File: src/rtl/core/vkc_pkg.sv
// ----------------------------------------------------------------------------
// vkc_pkg: shared types, codes and the glyph table of the key composer
// Holds the sequencer states, input kinds, diacritic and letter codes, and the
// function that maps a stored letter to its code point.
// ----------------------------------------------------------------------------
package vkc_pkg;

    localparam int MAX_LETTERS_DEF = 16;
    localparam int ENTRY_W         = 14;

    localparam logic [1:0] KIND_KEY    = 2'd0;
    localparam logic [1:0] KIND_READ   = 2'd1;
    localparam logic [1:0] KIND_COMMIT = 2'd2;
    localparam logic [1:0] KIND_CLEAR  = 2'd3;

    localparam logic [2:0] DIA_NONE   = 3'd0;
    localparam logic [2:0] DIA_CIRC   = 3'd1;
    localparam logic [2:0] DIA_BREVE  = 3'd2;
    localparam logic [2:0] DIA_HORN   = 3'd3;
    localparam logic [2:0] DIA_STROKE = 3'd4;

    localparam logic [2:0] TONE_LAST = 3'd5;

    localparam logic [6:0] CH_0  = 7'h30;
    localparam logic [6:0] CH_5  = 7'h35;
    localparam logic [6:0] CH_6  = 7'h36;
    localparam logic [6:0] CH_7  = 7'h37;
    localparam logic [6:0] CH_8  = 7'h38;
    localparam logic [6:0] CH_9  = 7'h39;
    localparam logic [6:0] CH_UA = 7'h41;
    localparam logic [6:0] CH_UU = 7'h55;
    localparam logic [6:0] CH_UZ = 7'h5a;
    localparam logic [6:0] CH_A  = 7'h61;
    localparam logic [6:0] CH_D  = 7'h64;
    localparam logic [6:0] CH_E  = 7'h65;
    localparam logic [6:0] CH_F  = 7'h66;
    localparam logic [6:0] CH_I  = 7'h69;
    localparam logic [6:0] CH_J  = 7'h6a;
    localparam logic [6:0] CH_O  = 7'h6f;
    localparam logic [6:0] CH_Q  = 7'h71;
    localparam logic [6:0] CH_R  = 7'h72;
    localparam logic [6:0] CH_S  = 7'h73;
    localparam logic [6:0] CH_U  = 7'h75;
    localparam logic [6:0] CH_W  = 7'h77;
    localparam logic [6:0] CH_X  = 7'h78;
    localparam logic [6:0] CH_Y  = 7'h79;
    localparam logic [6:0] CH_Z  = 7'h7a;

    typedef enum logic [3:0] {
        S_IDLE,
        S_SCAN_RD,
        S_SCAN_EV,
        S_DECIDE,
        S_MOD_RD,
        S_MOD_WR,
        S_PUSH,
        S_EMIT_RD,
        S_EMIT_CV,
        S_OUT
    } state_t;

    typedef enum logic [1:0] {
        MOD_SET_DIA,
        MOD_TGL_DIA,
        MOD_TGL_TONE
    } mod_op_t;

    // lowercase code points; uppercase is one below (above 0xff) or 0x20 below
    localparam logic [15:0] GLYPH_LO [0:12][0:5] = '{
        '{16'h0061, 16'h00e1, 16'h00e0, 16'h1ea3, 16'h00e3, 16'h1ea1},
        '{16'h00e2, 16'h1ea5, 16'h1ea7, 16'h1ea9, 16'h1eab, 16'h1ead},
        '{16'h0103, 16'h1eaf, 16'h1eb1, 16'h1eb3, 16'h1eb5, 16'h1eb7},
        '{16'h0065, 16'h00e9, 16'h00e8, 16'h1ebb, 16'h1ebd, 16'h1eb9},
        '{16'h00ea, 16'h1ebf, 16'h1ec1, 16'h1ec3, 16'h1ec5, 16'h1ec7},
        '{16'h0069, 16'h00ed, 16'h00ec, 16'h1ec9, 16'h0129, 16'h1ecb},
        '{16'h006f, 16'h00f3, 16'h00f2, 16'h1ecf, 16'h00f5, 16'h1ecd},
        '{16'h00f4, 16'h1ed1, 16'h1ed3, 16'h1ed5, 16'h1ed7, 16'h1ed9},
        '{16'h01a1, 16'h1edb, 16'h1edd, 16'h1edf, 16'h1ee1, 16'h1ee3},
        '{16'h0075, 16'h00fa, 16'h00f9, 16'h1ee7, 16'h0169, 16'h1ee5},
        '{16'h01b0, 16'h1ee9, 16'h1eeb, 16'h1eed, 16'h1eef, 16'h1ef1},
        '{16'h0079, 16'h00fd, 16'h1ef3, 16'h1ef7, 16'h1ef9, 16'h1ef5},
        '{16'h0111, 16'h0111, 16'h0111, 16'h0111, 16'h0111, 16'h0111}
    };

    function automatic logic is_upper(input logic [6:0] c);
        return (c >= CH_UA) && (c <= CH_UZ);
    endfunction

    function automatic logic [6:0] to_low(input logic [6:0] c);
        return is_upper(c) ? (c + 7'h20) : c;
    endfunction

    function automatic logic is_alpha(input logic [6:0] c);
        logic [6:0] l;
        l = to_low(c);
        return (l >= CH_A) && (l <= CH_Z);
    endfunction

    function automatic logic is_vowel(input logic [6:0] c);
        logic [6:0] l;
        l = to_low(c);
        return (l == CH_A) || (l == CH_E) || (l == CH_I) || (l == CH_O) ||
               (l == CH_U) || (l == CH_Y);
    endfunction

    function automatic logic [15:0] glyph_code(input logic [6:0] b, input logic [2:0] d,
                                               input logic [2:0] t);
        logic [6:0]  lb;
        logic        hit;
        logic [3:0]  row;
        logic [15:0] lo;
        logic [15:0] res;
        lb  = to_low(b);
        hit = 1'b1;
        row = 4'd0;
        case ({lb, d})
            {CH_A, DIA_NONE}:   row = 4'd0;
            {CH_A, DIA_CIRC}:   row = 4'd1;
            {CH_A, DIA_BREVE}:  row = 4'd2;
            {CH_E, DIA_NONE}:   row = 4'd3;
            {CH_E, DIA_CIRC}:   row = 4'd4;
            {CH_I, DIA_NONE}:   row = 4'd5;
            {CH_O, DIA_NONE}:   row = 4'd6;
            {CH_O, DIA_CIRC}:   row = 4'd7;
            {CH_O, DIA_HORN}:   row = 4'd8;
            {CH_U, DIA_NONE}:   row = 4'd9;
            {CH_U, DIA_HORN}:   row = 4'd10;
            {CH_Y, DIA_NONE}:   row = 4'd11;
            {CH_D, DIA_STROKE}: row = 4'd12;
            default:            hit = 1'b0;
        endcase
        res = {9'd0, b};
        if (hit && (t <= TONE_LAST)) begin
            lo = GLYPH_LO[row][t];
            if (!is_upper(b))
                res = lo;
            else if (lo < 16'h0100)
                res = lo - 16'h0020;
            else
                res = lo - 16'h0001;
        end
        return res;
    endfunction

endpackage

File: src/rtl/core/vietnamese_key_composer_core.sv
// ----------------------------------------------------------------------------
// vietnamese_key_composer_core: Telex / VNI syllable composer
// Builds one syllable from ASCII keystrokes and emits it as code points.
// ----------------------------------------------------------------------------
// Usage:
//   s_* carries one command word: s_tuser is the kind (key, read, commit,
//   clear), s_tdata the ASCII key. m_* returns result words: one word for a
//   key or a clear, one word per held letter for read and commit (a single
//   word when the buffer is empty), with m_tlast on the final word.
//   cfg_we/cfg_wdata set the input method (0 Telex, 1 VNI) while idle.
// Sequence:
//   A key scans each held letter (read the letter RAM, then evaluate), with
//   no scan on an empty buffer, then decides, then does a read-modify-write
//   of the target letter and an append where the decision asks for them,
//   and then presents the result word. Read and commit go through each
//   letter in turn (RAM read, glyph lookup, output), and each output word
//   waits while m_tready is low. The single RAM read port sets this order.
//   s_tready is high only between items.
// Reset and stall:
//   rst_n clears the letter count, the method and the sequencer; letter RAM
//   contents are not cleared, only entries below the count are read. While
//   m_tready is low the result word holds and nothing advances.
// ----------------------------------------------------------------------------
module vietnamese_key_composer_core #(
    parameter int MAX_LETTERS = vkc_pkg::MAX_LETTERS_DEF
) (
    input  logic        clk,
    input  logic        rst_n,
    input  logic        cfg_we,
    input  logic        cfg_wdata,
    input  logic        s_tvalid,
    output logic        s_tready,
    input  logic [7:0]  s_tdata,   // [6:0] key_code, [7] zero
    input  logic [1:0]  s_tuser,   // [1:0] kind
    output logic        m_tvalid,
    input  logic        m_tready,
    output logic [23:0] m_tdata,   // [0] accepted, [16:1] code_point,
                                   // [21:17] letter_count, [23:22] zero
    output logic        m_tlast
);
    import vkc_pkg::*;

    localparam int IW = $clog2(MAX_LETTERS);
    localparam int CW = $clog2(MAX_LETTERS + 1);

    state_t state_reg, state_next;

    logic          method_reg;
    logic [CW-1:0] count_reg;
    logic [CW-1:0] idx_reg;
    logic [CW-1:0] emit_n_reg;
    logic [1:0]    kind_reg;
    logic [6:0]    key_reg;

    // scan summary
    logic [1:0]    vcnt_reg;
    logic [IW-1:0] pos0_reg, pos1_reg, posl_reg;
    logic          mk_v_reg;
    logic [IW-1:0] mk_idx_reg;
    logic          fc_reg, qu_reg;
    logic [6:0]    prev_low_reg;
    logic          w_v_reg;
    logic [IW-1:0] w_idx_reg;
    logic [2:0]    w_dia_reg;
    logic          circ_v_reg, horn_v_reg, brev_v_reg, dd_v_reg;
    logic [IW-1:0] circ_idx_reg, horn_idx_reg, brev_idx_reg, dd_idx_reg;
    logic [6:0]    last_base_reg;
    logic [2:0]    last_dia_reg;

    // decision
    logic          mod_en_reg, push_en_reg;
    logic [IW-1:0] mod_idx_reg;
    mod_op_t       mod_op_reg;
    logic [2:0]    mod_val_reg;
    logic [6:0]    push_base_reg;
    logic [2:0]    push_dia_reg;

    logic          d_acc, d_mod_en, d_push_en;
    logic [IW-1:0] d_mod_idx;
    mod_op_t       d_mod_op;
    logic [2:0]    d_mod_val;
    logic [6:0]    d_push_base;
    logic [2:0]    d_push_dia;

    // result word
    logic          out_acc_reg, out_last_reg;
    logic [15:0]   out_cp_reg;

    // letter RAM
    logic                ram_we;
    logic [IW-1:0]       ram_waddr, ram_raddr;
    logic [ENTRY_W-1:0]  ram_wdata, ram_rdata;

    logic          s_fire, m_fire, full;
    logic [CW-1:0] idx_inc;
    logic [IW-1:0] last_idx;
    logic [31:0]   count_ext;

    assign s_fire   = s_tvalid && s_tready;
    assign m_fire   = m_tvalid && m_tready;
    assign full     = count_reg >= CW'(MAX_LETTERS);
    assign idx_inc  = idx_reg + CW'(1);
    assign last_idx = IW'(count_reg - CW'(1));

    vkc_ram #(
        .WIDTH (ENTRY_W),
        .DEPTH (MAX_LETTERS)
    ) u_letters (
        .clk   (clk),
        .we    (ram_we),
        .waddr (ram_waddr),
        .wdata (ram_wdata),
        .raddr (ram_raddr),
        .rdata (ram_rdata)
    );

    // Next state
    always_comb
    begin
        state_next = state_reg;
        case (state_reg)
            S_IDLE:
            begin
                if (s_fire)
                begin
                    case (s_tuser)
                        KIND_KEY:    state_next = (count_reg == '0) ? S_DECIDE : S_SCAN_RD;
                        KIND_READ,
                        KIND_COMMIT: state_next = (count_reg == '0) ? S_OUT : S_EMIT_RD;
                        default:     state_next = S_OUT;
                    endcase
                end
            end
            S_SCAN_RD: state_next = S_SCAN_EV;
            S_SCAN_EV: state_next = (idx_inc == count_reg) ? S_DECIDE : S_SCAN_RD;
            S_DECIDE:
            begin
                if (!d_acc)
                    state_next = S_OUT;
                else if (d_mod_en)
                    state_next = S_MOD_RD;
                else
                    state_next = S_PUSH;
            end
            S_MOD_RD:  state_next = S_MOD_WR;
            S_MOD_WR:  state_next = push_en_reg ? S_PUSH : S_OUT;
            S_PUSH:    state_next = S_OUT;
            S_EMIT_RD: state_next = S_EMIT_CV;
            S_EMIT_CV: state_next = S_OUT;
            S_OUT:
            begin
                if (m_tready)
                    state_next = out_last_reg ? S_IDLE : S_EMIT_RD;
            end
            default:   state_next = S_IDLE;
        endcase
    end

    // Outputs and RAM controls
    always_comb
    begin
        s_tready  = 1'b0;
        m_tvalid  = 1'b0;
        ram_we    = 1'b0;
        ram_waddr = mod_idx_reg;
        ram_raddr = idx_reg[IW-1:0];
        ram_wdata = ram_rdata;
        case (state_reg)
            S_IDLE:   s_tready = 1'b1;
            S_MOD_RD: ram_raddr = mod_idx_reg;
            S_MOD_WR:
            begin
                ram_we = 1'b1;
                case (mod_op_reg)
                    MOD_SET_DIA:  ram_wdata[9:7] = mod_val_reg;
                    MOD_TGL_DIA:  ram_wdata[9:7] =
                                      (ram_rdata[9:7] == mod_val_reg) ? DIA_NONE : mod_val_reg;
                    MOD_TGL_TONE: ram_wdata[12:10] =
                                      (ram_rdata[12:10] == mod_val_reg) ? 3'd0 : mod_val_reg;
                    default:      ram_wdata = ram_rdata;
                endcase
            end
            S_PUSH:
            begin
                ram_we    = 1'b1;
                ram_waddr = count_reg[IW-1:0];
                ram_wdata = {4'd0, push_dia_reg, push_base_reg};
            end
            S_OUT:    m_tvalid = 1'b1;
            default:  ;
        endcase
    end

    // Decision from the scan summary
    always_comb
    begin
        logic [6:0]    lk;
        logic [6:0]    last_low;
        logic          hv, done, tone_key;
        logic [2:0]    tone_val;
        logic [IW-1:0] tgt;

        lk       = to_low(key_reg);
        last_low = to_low(last_base_reg);
        hv       = vcnt_reg != 2'd0;
        done     = 1'b0;

        // tone placement: marked vowel, single vowel, qu cluster, final consonant
        if (mk_v_reg)
            tgt = mk_idx_reg;
        else if (vcnt_reg == 2'd1)
            tgt = pos0_reg;
        else if (qu_reg)
            tgt = (vcnt_reg == 2'd2) ? pos1_reg : (fc_reg ? posl_reg : pos1_reg);
        else
            tgt = fc_reg ? pos1_reg : pos0_reg;

        tone_key = 1'b1;
        case (lk)
            CH_S:    tone_val = 3'd1;
            CH_F:    tone_val = 3'd2;
            CH_R:    tone_val = 3'd3;
            CH_X:    tone_val = 3'd4;
            CH_J:    tone_val = 3'd5;
            CH_Z:    tone_val = 3'd0;
            default:
            begin
                tone_val = 3'd0;
                tone_key = 1'b0;
            end
        endcase

        d_acc       = 1'b0;
        d_mod_en    = 1'b0;
        d_mod_idx   = tgt;
        d_mod_op    = MOD_TGL_TONE;
        d_mod_val   = tone_val;
        d_push_en   = 1'b0;
        d_push_base = key_reg;
        d_push_dia  = DIA_NONE;

        if (!method_reg)
        begin
            if (hv && tone_key)
            begin
                d_acc    = 1'b1;
                d_mod_en = 1'b1;
                done     = 1'b1;
            end
            if (!done && (lk == CH_A || lk == CH_E || lk == CH_O) &&
                count_reg != '0 && last_low == lk)
            begin
                if (last_dia_reg == DIA_NONE)
                begin
                    d_acc = 1'b1; d_mod_en = 1'b1; d_mod_idx = last_idx;
                    d_mod_op = MOD_SET_DIA; d_mod_val = DIA_CIRC; done = 1'b1;
                end
                else if (last_dia_reg == DIA_CIRC)
                begin
                    done = 1'b1;
                    d_acc = !full; d_mod_en = 1'b1; d_push_en = 1'b1;
                    d_mod_idx = last_idx; d_mod_op = MOD_SET_DIA; d_mod_val = DIA_NONE;
                end
            end
            if (!done && lk == CH_W)
            begin
                if (w_v_reg)
                begin
                    d_acc = 1'b1; d_mod_en = 1'b1; d_mod_idx = w_idx_reg;
                    d_mod_op = MOD_TGL_DIA; d_mod_val = w_dia_reg; done = 1'b1;
                end
                else if (count_reg == '0 || !is_vowel(last_base_reg))
                begin
                    // standalone w becomes u with horn
                    done = 1'b1; d_acc = !full; d_push_en = 1'b1;
                    d_push_base = is_upper(key_reg) ? CH_UU : CH_U;
                    d_push_dia  = DIA_HORN;
                end
            end
            if (!done && lk == CH_D && count_reg != '0 && last_low == CH_D)
            begin
                if (last_dia_reg == DIA_NONE)
                begin
                    d_acc = 1'b1; d_mod_en = 1'b1; d_mod_idx = last_idx;
                    d_mod_op = MOD_SET_DIA; d_mod_val = DIA_STROKE; done = 1'b1;
                end
                else if (last_dia_reg == DIA_STROKE)
                begin
                    done = 1'b1;
                    d_acc = !full; d_mod_en = 1'b1; d_push_en = 1'b1;
                    d_mod_idx = last_idx; d_mod_op = MOD_SET_DIA; d_mod_val = DIA_NONE;
                end
            end
            if (!done && is_alpha(key_reg) && !full)
            begin
                d_acc = 1'b1; d_push_en = 1'b1;
            end
        end
        else
        begin
            if (key_reg >= CH_0 && key_reg <= CH_9)
            begin
                d_mod_en = 1'b1;
                d_mod_op = MOD_TGL_DIA;
                if (count_reg == '0)
                    d_acc = 1'b0;
                else if (key_reg <= CH_5)
                begin
                    d_acc     = hv;
                    d_mod_op  = MOD_TGL_TONE;
                    d_mod_val = 3'(key_reg - CH_0);
                end
                else if (key_reg == CH_6)
                begin
                    d_acc = circ_v_reg; d_mod_idx = circ_idx_reg; d_mod_val = DIA_CIRC;
                end
                else if (key_reg == CH_7)
                begin
                    d_acc = horn_v_reg; d_mod_idx = horn_idx_reg; d_mod_val = DIA_HORN;
                end
                else if (key_reg == CH_8)
                begin
                    d_acc = brev_v_reg; d_mod_idx = brev_idx_reg; d_mod_val = DIA_BREVE;
                end
                else
                begin
                    d_acc = dd_v_reg; d_mod_idx = dd_idx_reg; d_mod_val = DIA_STROKE;
                end
            end
            else if (is_alpha(key_reg) && !full)
            begin
                d_acc = 1'b1; d_push_en = 1'b1;
            end
        end
    end

    // Control registers
    always_ff @(posedge clk or negedge rst_n)
    begin
        if (!rst_n)
        begin
            state_reg  <= S_IDLE;
            method_reg <= 1'b0;
            count_reg  <= '0;
        end
        else
        begin
            state_reg <= state_next;
            if (cfg_we)
                method_reg <= cfg_wdata;
            if (s_fire && (s_tuser == KIND_COMMIT || s_tuser == KIND_CLEAR))
                count_reg <= '0;
            else if (state_reg == S_PUSH)
                count_reg <= count_reg + CW'(1);
        end
    end

    // Datapath registers
    always_ff @(posedge clk)
    begin
        logic [6:0]    b, l;
        logic [2:0]    dia;
        logic [IW-1:0] i;
        logic          v;
        b   = ram_rdata[6:0];
        l   = to_low(b);
        dia = ram_rdata[9:7];
        i   = idx_reg[IW-1:0];
        v   = is_vowel(b);
        case (state_reg)
            S_IDLE:
            begin
                kind_reg     <= s_tuser;
                key_reg      <= s_tdata[6:0];
                emit_n_reg   <= count_reg;
                idx_reg      <= '0;
                vcnt_reg     <= 2'd0;
                mk_v_reg     <= 1'b0;
                fc_reg       <= 1'b0;
                qu_reg       <= 1'b0;
                w_v_reg      <= 1'b0;
                circ_v_reg   <= 1'b0;
                horn_v_reg   <= 1'b0;
                brev_v_reg   <= 1'b0;
                dd_v_reg     <= 1'b0;
                out_acc_reg  <= 1'b1;
                out_cp_reg   <= 16'd0;
                out_last_reg <= 1'b1;
            end
            S_SCAN_EV:
            begin
                if (v)
                begin
                    if (vcnt_reg == 2'd0)
                    begin
                        pos0_reg <= i;
                        qu_reg   <= (idx_reg != '0) && (prev_low_reg == CH_Q) && (l == CH_U);
                    end
                    if (vcnt_reg == 2'd1)
                        pos1_reg <= i;
                    posl_reg <= i;
                    if (vcnt_reg != 2'd3)
                        vcnt_reg <= vcnt_reg + 2'd1;
                    if (dia != DIA_NONE)
                    begin
                        mk_v_reg   <= 1'b1;
                        mk_idx_reg <= i;
                    end
                    fc_reg <= 1'b0;
                end
                else
                begin
                    fc_reg <= 1'b1;
                end
                // w target: nearest u, o or a reached through vowels only
                if (l == CH_U || l == CH_O)
                begin
                    w_v_reg <= 1'b1; w_idx_reg <= i; w_dia_reg <= DIA_HORN;
                end
                else if (l == CH_A)
                begin
                    w_v_reg <= 1'b1; w_idx_reg <= i; w_dia_reg <= DIA_BREVE;
                end
                else if (!v)
                begin
                    w_v_reg <= 1'b0;
                end
                if (l == CH_A || l == CH_E || l == CH_O)
                begin
                    circ_v_reg <= 1'b1; circ_idx_reg <= i;
                end
                if (l == CH_O || l == CH_U)
                begin
                    horn_v_reg <= 1'b1; horn_idx_reg <= i;
                end
                if (l == CH_A)
                begin
                    brev_v_reg <= 1'b1; brev_idx_reg <= i;
                end
                if (l == CH_D)
                begin
                    dd_v_reg <= 1'b1; dd_idx_reg <= i;
                end
                prev_low_reg  <= l;
                last_base_reg <= b;
                last_dia_reg  <= dia;
                idx_reg       <= idx_inc;
            end
            S_DECIDE:
            begin
                out_acc_reg   <= d_acc;
                mod_en_reg    <= d_mod_en;
                mod_idx_reg   <= d_mod_idx;
                mod_op_reg    <= d_mod_op;
                mod_val_reg   <= d_mod_val;
                push_en_reg   <= d_push_en;
                push_base_reg <= d_push_base;
                push_dia_reg  <= d_push_dia;
            end
            S_EMIT_CV:
            begin
                out_acc_reg  <= 1'b1;
                out_cp_reg   <= glyph_code(b, dia, ram_rdata[12:10]);
                out_last_reg <= idx_inc == emit_n_reg;
            end
            S_OUT:
            begin
                if (m_tready && !out_last_reg)
                    idx_reg <= idx_inc;
            end
            default: ;
        endcase
    end

    assign count_ext = 32'(count_reg);
    assign m_tdata   = {2'b00, count_ext[4:0], out_cp_reg, out_acc_reg};
    assign m_tlast   = out_last_reg;

    // Assertions
    a_count_bound: assert property (@(posedge clk) disable iff (!rst_n)
        count_reg <= CW'(MAX_LETTERS))
        else $error("letter count beyond capacity");

    a_push_room: assert property (@(posedge clk) disable iff (!rst_n)
        (state_reg == S_PUSH) |-> !full)
        else $error("append into a full buffer");

    a_busy_after_accept: assert property (@(posedge clk) disable iff (!rst_n)
        s_fire |=> !s_tready)
        else $error("ready while an item is in work");

    a_idle_after_last: assert property (@(posedge clk) disable iff (!rst_n)
        (m_fire && m_tlast) |=> s_tready)
        else $error("not idle after last word");

    a_mod_then_write: assert property (@(posedge clk) disable iff (!rst_n)
        (state_reg == S_MOD_RD) |-> (mod_en_reg && kind_reg == KIND_KEY))
        else $error("letter update without a key decision");

endmodule

File: src/rtl/core/vkc_ram.sv
// ----------------------------------------------------------------------------
// vkc_ram: generic single-write, single-read RAM
// One write port and one read port with registered read data.
// ----------------------------------------------------------------------------
module vkc_ram #(
    parameter int WIDTH = 14,
    parameter int DEPTH = 16
) (
    input  logic                     clk,
    input  logic                     we,
    input  logic [$clog2(DEPTH)-1:0] waddr,
    input  logic [WIDTH-1:0]         wdata,
    input  logic [$clog2(DEPTH)-1:0] raddr,
    output logic [WIDTH-1:0]         rdata
);

    logic [WIDTH-1:0] mem [DEPTH];

    always_ff @(posedge clk)
    begin
        if (we)
        begin
            mem[waddr] <= wdata;
        end
        rdata <= mem[raddr];
    end

endmodule

File: config.mk
export PLATFORM = sky130hd
export DESIGN_NAME = vietnamese_key_composer_core
export DESIGN_NICKNAME = d
export VERILOG_FILES = /design/src/rtl/core/vkc_pkg.sv /design/src/rtl/core/vietnamese_key_composer_core.sv /design/src/rtl/core/vkc_ram.sv
export SDC_FILE = /design/constraint.sdc
export NUM_CORES = 1
export LEC_CHECK = 0
export BUFFER_PORTS_ARGS = -buffer_cell sky130_fd_sc_hd__buf_2
export CORE_UTILIZATION = 65
export CTS_CLUSTER_SIZE = 12
export DETAILED_ROUTE_END_ITERATION = 16
export GPL_ROUTABILITY_DRIVEN = 0
export GPL_TIMING_DRIVEN = 0
export PLACE_DENSITY = 0.82
export SETUP_SLACK_MARGIN = 0.05
export SKIP_LAST_GASP = 1
export SLEW_MARGIN = 30
export SYNTH_ARGS = -nofsm -noshare
export SYNTH_HDL_FRONTEND = slang
export SYNTH_SLANG_ARGS = --single-unit
export TNS_END_PERCENT = 30
File: constraint.sdc
create_clock -name clk -period 12.3 [get_ports clk]
set_input_delay 0.615 -clock clk [delete_from_list [all_inputs] [get_ports clk]]
set_output_delay 0.615 -clock clk [all_outputs]
set_load 0.01 [all_outputs]
== Word-level counts from Yosys, hierarchy flattened ==
Memory sizes are Yosys's and may differ from the RTL's. A register that Yosys moved wholly into a read port is not among the register bits.
Cells that the tools add are included.

* Add/subtract/negate cells: 10
* Magnitude comparators: 16
* Bitwise logic cells: 3
* Eq/ne operators: 78
* Reduce and logical (&&, ||, !) cells: 87
* Multiplexer cells: 181

{| class="wikitable"
|+ Operator list
! operator !! number
|-
| 96-bit two-way mux || 2
|-
| 7-bit == test (second input constant) || 26
|-
| 10-bit == test (second input constant) || 13
|-
| 4-bit two-way mux || 31
|-
| 16-bit two-way mux || 5
|-
| 1-bit two-way mux || 75
|-
| 3-bit two-way mux || 19
|-
| 7-bit two-way mux || 7
|-
| 16-bit binary-select mux with 3-bit select || 1
|-
| 4-bit case mux with 12 select lines || 1
|-
| 2-bit two-way mux || 18
|-
| 4-bit case mux with 9 select lines || 1
|-
| 16-bit case mux with 2 select lines || 1
|-
| 7-bit >= comparator (second input constant) || 4
|-
| 7-bit <= comparator (second input constant) || 4
|-
| 14-bit case mux with 2 select lines || 1
|-
| 2-bit AND reduction || 13
|-
| 2-bit inequality test (second input constant) || 12
|-
| 1-bit logical AND || 22
|-
| 7-bit by 6-bit adder with 7-bit output (second input constant) || 3
|-
| 7-bit by 6-bit == test with 1-bit output (second input constant) || 3
|-
| 1-bit case mux with 2 select lines || 10
|-
| 3-bit AND reduction || 6
|-
| 4-bit by 3-bit == test with 1-bit output (second input constant) || 4
|-
| 46 further kinds || 93
|}

* Output and inout bits: 27
* Register bits: 129
* Bits in writable memories: 224
* Memories: 2
* ROM bits: 1,536
* Logic and storage cells: 414
* Input port bits: 16

{| class="wikitable"
|+ Memory list
! memory !! words !! bits a word !! rd ports !! clocked after Yosys merged registers in !! write ports !! line !! RTL
|-
| (name not given) || 16 || 96 || 1 || 0 || 0 || vkc_pkg.sv:134 || <nowiki>lo = GLYPH_LO[row][t];</nowiki>
|-
| u_letters.mem || 16 || 14 || 1 || 1 || 1 || vkc_ram.sv:17 || <nowiki>logic [WIDTH-1:0] mem [DEPTH];</nowiki>
|}

== Depth between registers and ports, before layout ==
* Depth after elaboration: 32
* Depth in mapped cells: 23
* Depth with buffers taken out: 21

== Cells and area by module ==
From an unflattened synthesis, not the netlist that was laid out.

* Cell total of the unflattened synthesis: 1,311
* Area, all modules: 17,564.3 um^2

{| class="wikitable"
|+ By module, submodules not included
! module !! area each (um^2) !! times used !! cells each !! sequential area each (um^2)
|-
| vietnamese_key_composer_core || 8,800.9 || 1 || 932 || 3,613.5
|-
| vkc_ram || 8,763.4 || 1 || 379 || 7,006.7
|}

== Worst setup path before layout ==
Ideal clock, no wire load.

* Path type: register to register
* Start: register u_letters.rdata[3], read port of u_letters.mem
* End: register out_cp_reg[4] (data pin)
* Cell stages (with the launch flop): 20
* Setup time: 261 ps
* Clock period less this slack: 4,892 ps
* Path buffers: 3
* Data arrival time: 4,631 ps
* Required time: 12,039 ps
* Slack: 7,408 ps
* Path through: dfxtp_1 > buf_2 > buf_2 > or4b_1 > a2111oi_0 > nor3_1 > or2_2 > ha_1 > clkbuf_1 > inv_1 > nor2_1 > nand3_1 > a311oi_1 > nor4_2 > ha_1 > inv_1 > nor4_1 > nand2_2 > o311a_1 > a311o_1

* Word-level cells in the longest chain between the ends: 18
* Elaborated cells on any way between the ends: 38
* Those cells by class: add/sub: 3; order compare: 3; eq/ne: 13; mux: 14; bitwise: 1; reduce/logical: 3; memory: 1

{| class="wikitable"
|+ Ends and longest elaborated chain
! what !! line !! RTL
|-
| from (decl) || vkc_ram.sv:14 || <nowiki>output logic [WIDTH-1:0] rdata</nowiki>
|-
| 7-bit >= comparator or 7-bit <= comparator (tied branches) || vkc_pkg.sv:86 || <nowiki>return (c >= CH_UA) && (c <= CH_UZ);</nowiki>
|-
| 1-bit logical AND || vkc_pkg.sv:86 ||
|-
| 7-bit two-way mux || vkc_pkg.sv:90 || <nowiki>return is_upper(c) ? (c + 7'h20) : c;</nowiki>
|-
| 10-bit == test || vkc_pkg.sv:116 || <nowiki>case ({lb, d})</nowiki>
|-
| 4-bit case mux with 12 select lines || vkc_pkg.sv:116 ||
|-
| 4-bit two-way mux || vietnamese_key_composer_core.sv:370 || <nowiki>case (state_reg)</nowiki>
|-
| 4-bit inverter with 5-bit output (implied by the code) || vkc_pkg.sv:134 ||
|-
| memory read 16 x 96 bit || -- ||
|-
| 96-bit two-way mux (implied by the code) (2 in a row) || vkc_pkg.sv:134 ||
|-
| 16-bit binary-select mux with 3-bit select || vkc_pkg.sv:134 ||
|-
| 16-bit two-way mux (implied by the code) (2 in a row) || vkc_pkg.sv:134 ||
|-
| 16-bit by 1-bit subtractor with 16-bit output, or another cell as far along || vkc_pkg.sv:140 || <nowiki>res = lo - 16'h0001;</nowiki>
|-
| 16-bit two-way mux || vkc_pkg.sv:137 || <nowiki>else if (lo < 16'h0100)</nowiki>
|-
| 16-bit two-way mux || vkc_pkg.sv:135 || <nowiki>if (!is_upper(b))</nowiki>
|-
| 16-bit two-way mux * || vkc_pkg.sv:133 || <nowiki>if (hit && (t <= TONE_LAST)) begin</nowiki>
|-
| 16-bit case mux with 2 select lines * || vietnamese_key_composer_core.sv:370 ||
|-
| to (signal assigned) || vietnamese_key_composer_core.sv:463 || <nowiki>out_cp_reg <= glyph_code(b, dia, ram_rdata[12:10]);</nowiki>
|-
| to (decl) || vietnamese_key_composer_core.sv:87 || <nowiki>logic [15:0] out_cp_reg;</nowiki>
|}

Mark *: on every way between the ends. The rest lies on a longest branch, timed or not. The select of a mux whose other input is x is not followed.
A chain may end at the register's enable or synchronous reset.

== Worst setup path after layout ==
Ends and elaborated chain as after synthesis.

==> PnR_summary.wiki <==
{| class="wikitable"
! Metric !! Value
|-
| Total Die Area || 26850 um2
|-
| Effective utilization at floorplan || 0.6686
|-
| Io pins || 43
|-
| Classification of the worst-slack hold path || in2reg
|-
| Period minus WS final || 6.407 ns
|-
| Total power after layout || 4757 uW
|-
| Maximum count of clock buffers along a single path || 3
|-
| Slowest cell delay on critical path || 0.73 ns
|-
| Arrival time of data at the critical path endpoint || 6.66 ns
|-
| Slew headroom || 0.2829
|-
| Number of antenna-violating nets in the routed design || 0
|-
| Final net count || between 1000 and 1500
|-
| Worst Clk Skew || 0.03567 ns
|-
| Portion of the clock cycle consumed by the worst path in the final layout || 0.5209
|-
| Number of enable-type register cells in the synthesized netlist || 320
|-
| Routed wirelength normalized by instance count || 25.28 um
|-
| Sum of net half-perimeters after detailed placement || about 30000 um
|-
| Crit-path cells || buf_2 -> buf_2 -> or4b_1 -> a2111oi_0 -> nor3_1 -> or2_2 -> ha_1 -> clkbuf_1 -> inv_1 -> nor2_1 -> nand3_1 -> a311oi_1 -> nor4_2 -> ha_1 -> inv_1 -> nor4_1 -> nand2_2 -> o311a_1 -> a311o_1
|-
| Worst setup path category || reg2reg
|-
| Core Footprint || 25470 um2
|-
| Area of the mapped netlist || 17030 um2
|-
| Clock tree from TritonCTS || built
|-
| Share of final-layout standard cells stronger than drive strength 1 || 0.1539
|-
| Wire length of the first global-routing pass || roughly 69000 um
|-
| Die extent in x || 163.9 um
|-
| Summed negative setup slack over all endpoints || 0 ns
|-
| Tot GR Track Use || 0.3431
|-
| Setup slack of the critical path after layout || 5.893 ns
|-
| Gate family responsible for the most delay along the worst path || simple AND/OR/NAND/NOR gates
|-
| DRC violation count after routing || 0
|-
| Number of global-route vias before repair || 12090
|-
| Final Hold Fails || 0
|-
| Number of H-tree levels || 2
|-
| Cells resized by post-CTS repair || 0
|-
| Sequential fraction of the synthesis area || 0.5942
|-
| Flip-flop count of the largest register after layout || 208
|-
| Async set-or-reset flop fraction in the synthesized netlist || 0.02915
|-
| Clock-pin slew on the worst setup and hold paths || 0.06 ns
|-
| Drt initial violations || 2130
|-
| Power density relative to cell area || 252.0 nW/um2
|-
| Hold_buf cts || 1
|-
| Peak fanout along the critical path || 10
|-
| Critical-path cell with the highest stage delay || a2111oi_0
|-
| Count of clock tree sinks || 343
|-
| Max Cap Violations || 0
|-
| Std cell rows || 58
|-
| Result of the run || finished clean
|-
| Total of flip-flops plus latches after synthesis || 343
|-
| Post CTS Setup Buffer Count || 0
|-
| Final setup fails || 0
|-
| Clock buffers created by TritonCTS || 37
|-
| Ratio of routed vias to standard cells || 6.996
|-
| Ys Warns || 0
|-
| Avg Inst Size Synth || between 10 and 15 um2
|-
| Largest voltage drop on the vdd net || 0.0001424 V
|-
| Synthesis-to-layout area growth || 10.82%
|-
| Initial antenna violation count || 0
|-
| Number of buffers and inverters on the critical path || 5
|-
| Y dimension of the die || 163.9 um
|-
| Top achievable clock speed || around 160 MHz
|-
| Worst Hold Slack || 0.2709 ns
|-
| Worst-Margin Slew || 1.071 ns
|-
| Root Buffer || clkbuf_16
|-
| Final-report max-slew violation count || 0
|-
| Drt pass-1 iters || 8
|-
| Critical path capture point type || register
|-
| Skew-Pair Late Insertion Delay || between 0.5 and 0.6 ns
|-
| Largest net degree at the start of global routing || 21
|-
| Routed Wire Length || 44970 um
|-
| Leading register cell type out of synthesis || edfxtp_1
|-
| Vias after detailed routing || 12450
|-
| Grt total ovfl || 0
|-
| Quantity of I/O buffers inserted on ports || 39
|-
| Element type at the critical path start || register
|-
| Count of distinct cell types in the synthesized netlist || 87
|-
| Setup repair after global routing missed its margin || false
|-
| Leak || about 0.0065 uW
|-
| Ant diodes || 0
|-
| Minimum setup slack after placement || between 6 and 7 ns
|-
| Gate count after technology mapping || 1340
|-
| Worst EP required || 12.55 ns
|}
## worst reg2reg max path, cell delays in order, from the launching register on
cell       delay, ns
dfxtp_1         0.43
buf_2           0.24
buf_2           0.27
or4b_1          0.45
a2111oi_0       0.73
nor3_1          0.28
or2_2           0.41
ha_1            0.30
clkbuf_1        0.24
inv_1           0.29
nor2_1          0.16
nand3_1         0.14
a311oi_1        0.12
nor4_2          0.62
ha_1            0.25
inv_1           0.06
nor4_1          0.41
nand2_2         0.10
o311a_1         0.31
a311o_1         0.34
## cell usage after synthesis, types with 4 or more instances
cell / number / area share
a22oi_1: 8 / 0.0035
and4_1: 6 / 0.0031
or2_2: 10 / 0.0037
o21a_1: 5 / 0.0022
o31ai_1: 9 / 0.0040
and3_1: 12 / 0.0044
mux4_2: 52 / 0.069
o22ai_1: 27 / 0.0099
mux2i_1: 19 / 0.011
nor4_1: 15 / 0.0055
dfxtp_1: 13 / 0.015
a21oi_1: 53 / 0.016
o211ai_1: 7 / 0.0031
edfxtp_1: 320 / 0.56
and2_1: 15 / 0.0055
o21ai_0: 43 / 0.013
nand3_1: 34 / 0.010
clkbuf_1: 62 / 0.014
a2111oi_0: 7 / 0.0036
nand4_1: 11 / 0.0040
a32oi_1: 6 / 0.0031
a211oi_1: 24 / 0.011
nand4b_1: 4 / 0.0021
nand2_1: 112 / 0.025
buf_2: 12 / 0.0035
xnor2_1: 20 / 0.010
mux2_2: 13 / 0.0086
nor3b_1: 6 / 0.0026
or3_1: 12 / 0.0044
xor2_1: 17 / 0.0087
a22o_1: 7 / 0.0036
nor3_1: 27 / 0.0079
dfrtp_1: 10 / 0.015
a211o_1: 7 / 0.0036
nor2_1: 104 / 0.023
nand2b_1: 11 / 0.0040
ha_1: 34 / 0.025
a21o_1: 4 / 0.0018
o221ai_1: 4 / 0.0021
inv_1: 45 / 0.0099
nor2b_1: 9 / 0.0033
buf_1: 6 / 0.0013
a31oi_1: 33 / 0.012
a221oi_1: 6 / 0.0031
## worst paths after layout
path,from,to,slack (ns),cells after the start
worst max-delay path,u_letters.rdata[3]$_DFF_P_,out_cp_reg[4]$_SDFFCE_PN0P_,5.89,19
worst min-delay path,s_tdata[0],key_reg[0]$_DFFE_PP_,0.27,1
worst max register to register,u_letters.rdata[3]$_DFF_P_,out_cp_reg[4]$_SDFFCE_PN0P_,5.89,19
worst min register to register,u_letters.rdata[8]$_DFF_P_,last_dia_reg[1]$_DFFE_PP_,0.47,0
max in group asynchronous,rst_n,state_reg[1]$_DFFE_PN0P_,11.61,2
min in group asynchronous,rst_n,count_reg[2]$_DFFE_PN0P_,0.48,2
## area by class of cell
type	instances	area, um2
clock inverter	7	61.31
timing repair buffer	44	250.2
sequential	343	10120
tap	330	412.9
inverter	48	182.7
clock buffer	57	1022
fill	1624	6599
buffer	86	372.9
multi-input combinational	864	6451
## stage by stage
step           std cells  instance area (um2)    util
2_1_floorplan       1341                17030       -
5_1_grt             1779                18870  0.7409
6_report            1779                18870  0.7409
4_1_cts             1779                18860  0.7404
3_5_place_dp        1714                17770  0.6975
3_3_place_gp        1710                17640  0.6926
## logic make-up (layout without fill, tap and decap cells)
| logic type | after synthesis | after routing | synth area share |
|---|---|---|---|
| compound gates | 292 | 292 | 0.1179 |
| xor+xnor | 37 | 37 | 0.01903 |
| fa+ha+maj | 34 | 34 | 0.02498 |
| buf+inv | 134 | 242 | 0.03255 |
| flops | 343 | 343 | 0.5942 |
| mux | 84 | 84 | 0.08853 |
| other cells | 1 | 2 | 0.0002202 |
| simple gates | 415 | 415 | 0.1225 |
## metal layers
layer	GRT usage	share of wire	vias up
li1	-	-	5359
met1	0.4684	0.38	5961
met2	0.5528	0.48	955
met3	0.05101	0.10	170
met4	0.1498	0.047	0
met5	0	0	-
## placed cells by master (no fill, tap or decap), types with 34 or more instances in the layout
cell type  instances
inv_1             45
clkbuf_1          80
nand2_1          112
ha_1              34
mux4_2            52
clkbuf_16         38
buf_2             51
o21ai_0           38
edfxtp_1         320
nand3_1           34
a21oi_1           53
nor2_1            88
## report_power, final
part	internal [uW]	switching (uW)	total [uW]	leakage (uW)
Clock	575	443	1020	0.000522
Combinational	681	1320	2000	0.00282
Sequential	1600	140	1740	0.00315
Total	2860	1900	4760	0.00649
No activity file was read; power rests on OpenSTA's default activity.
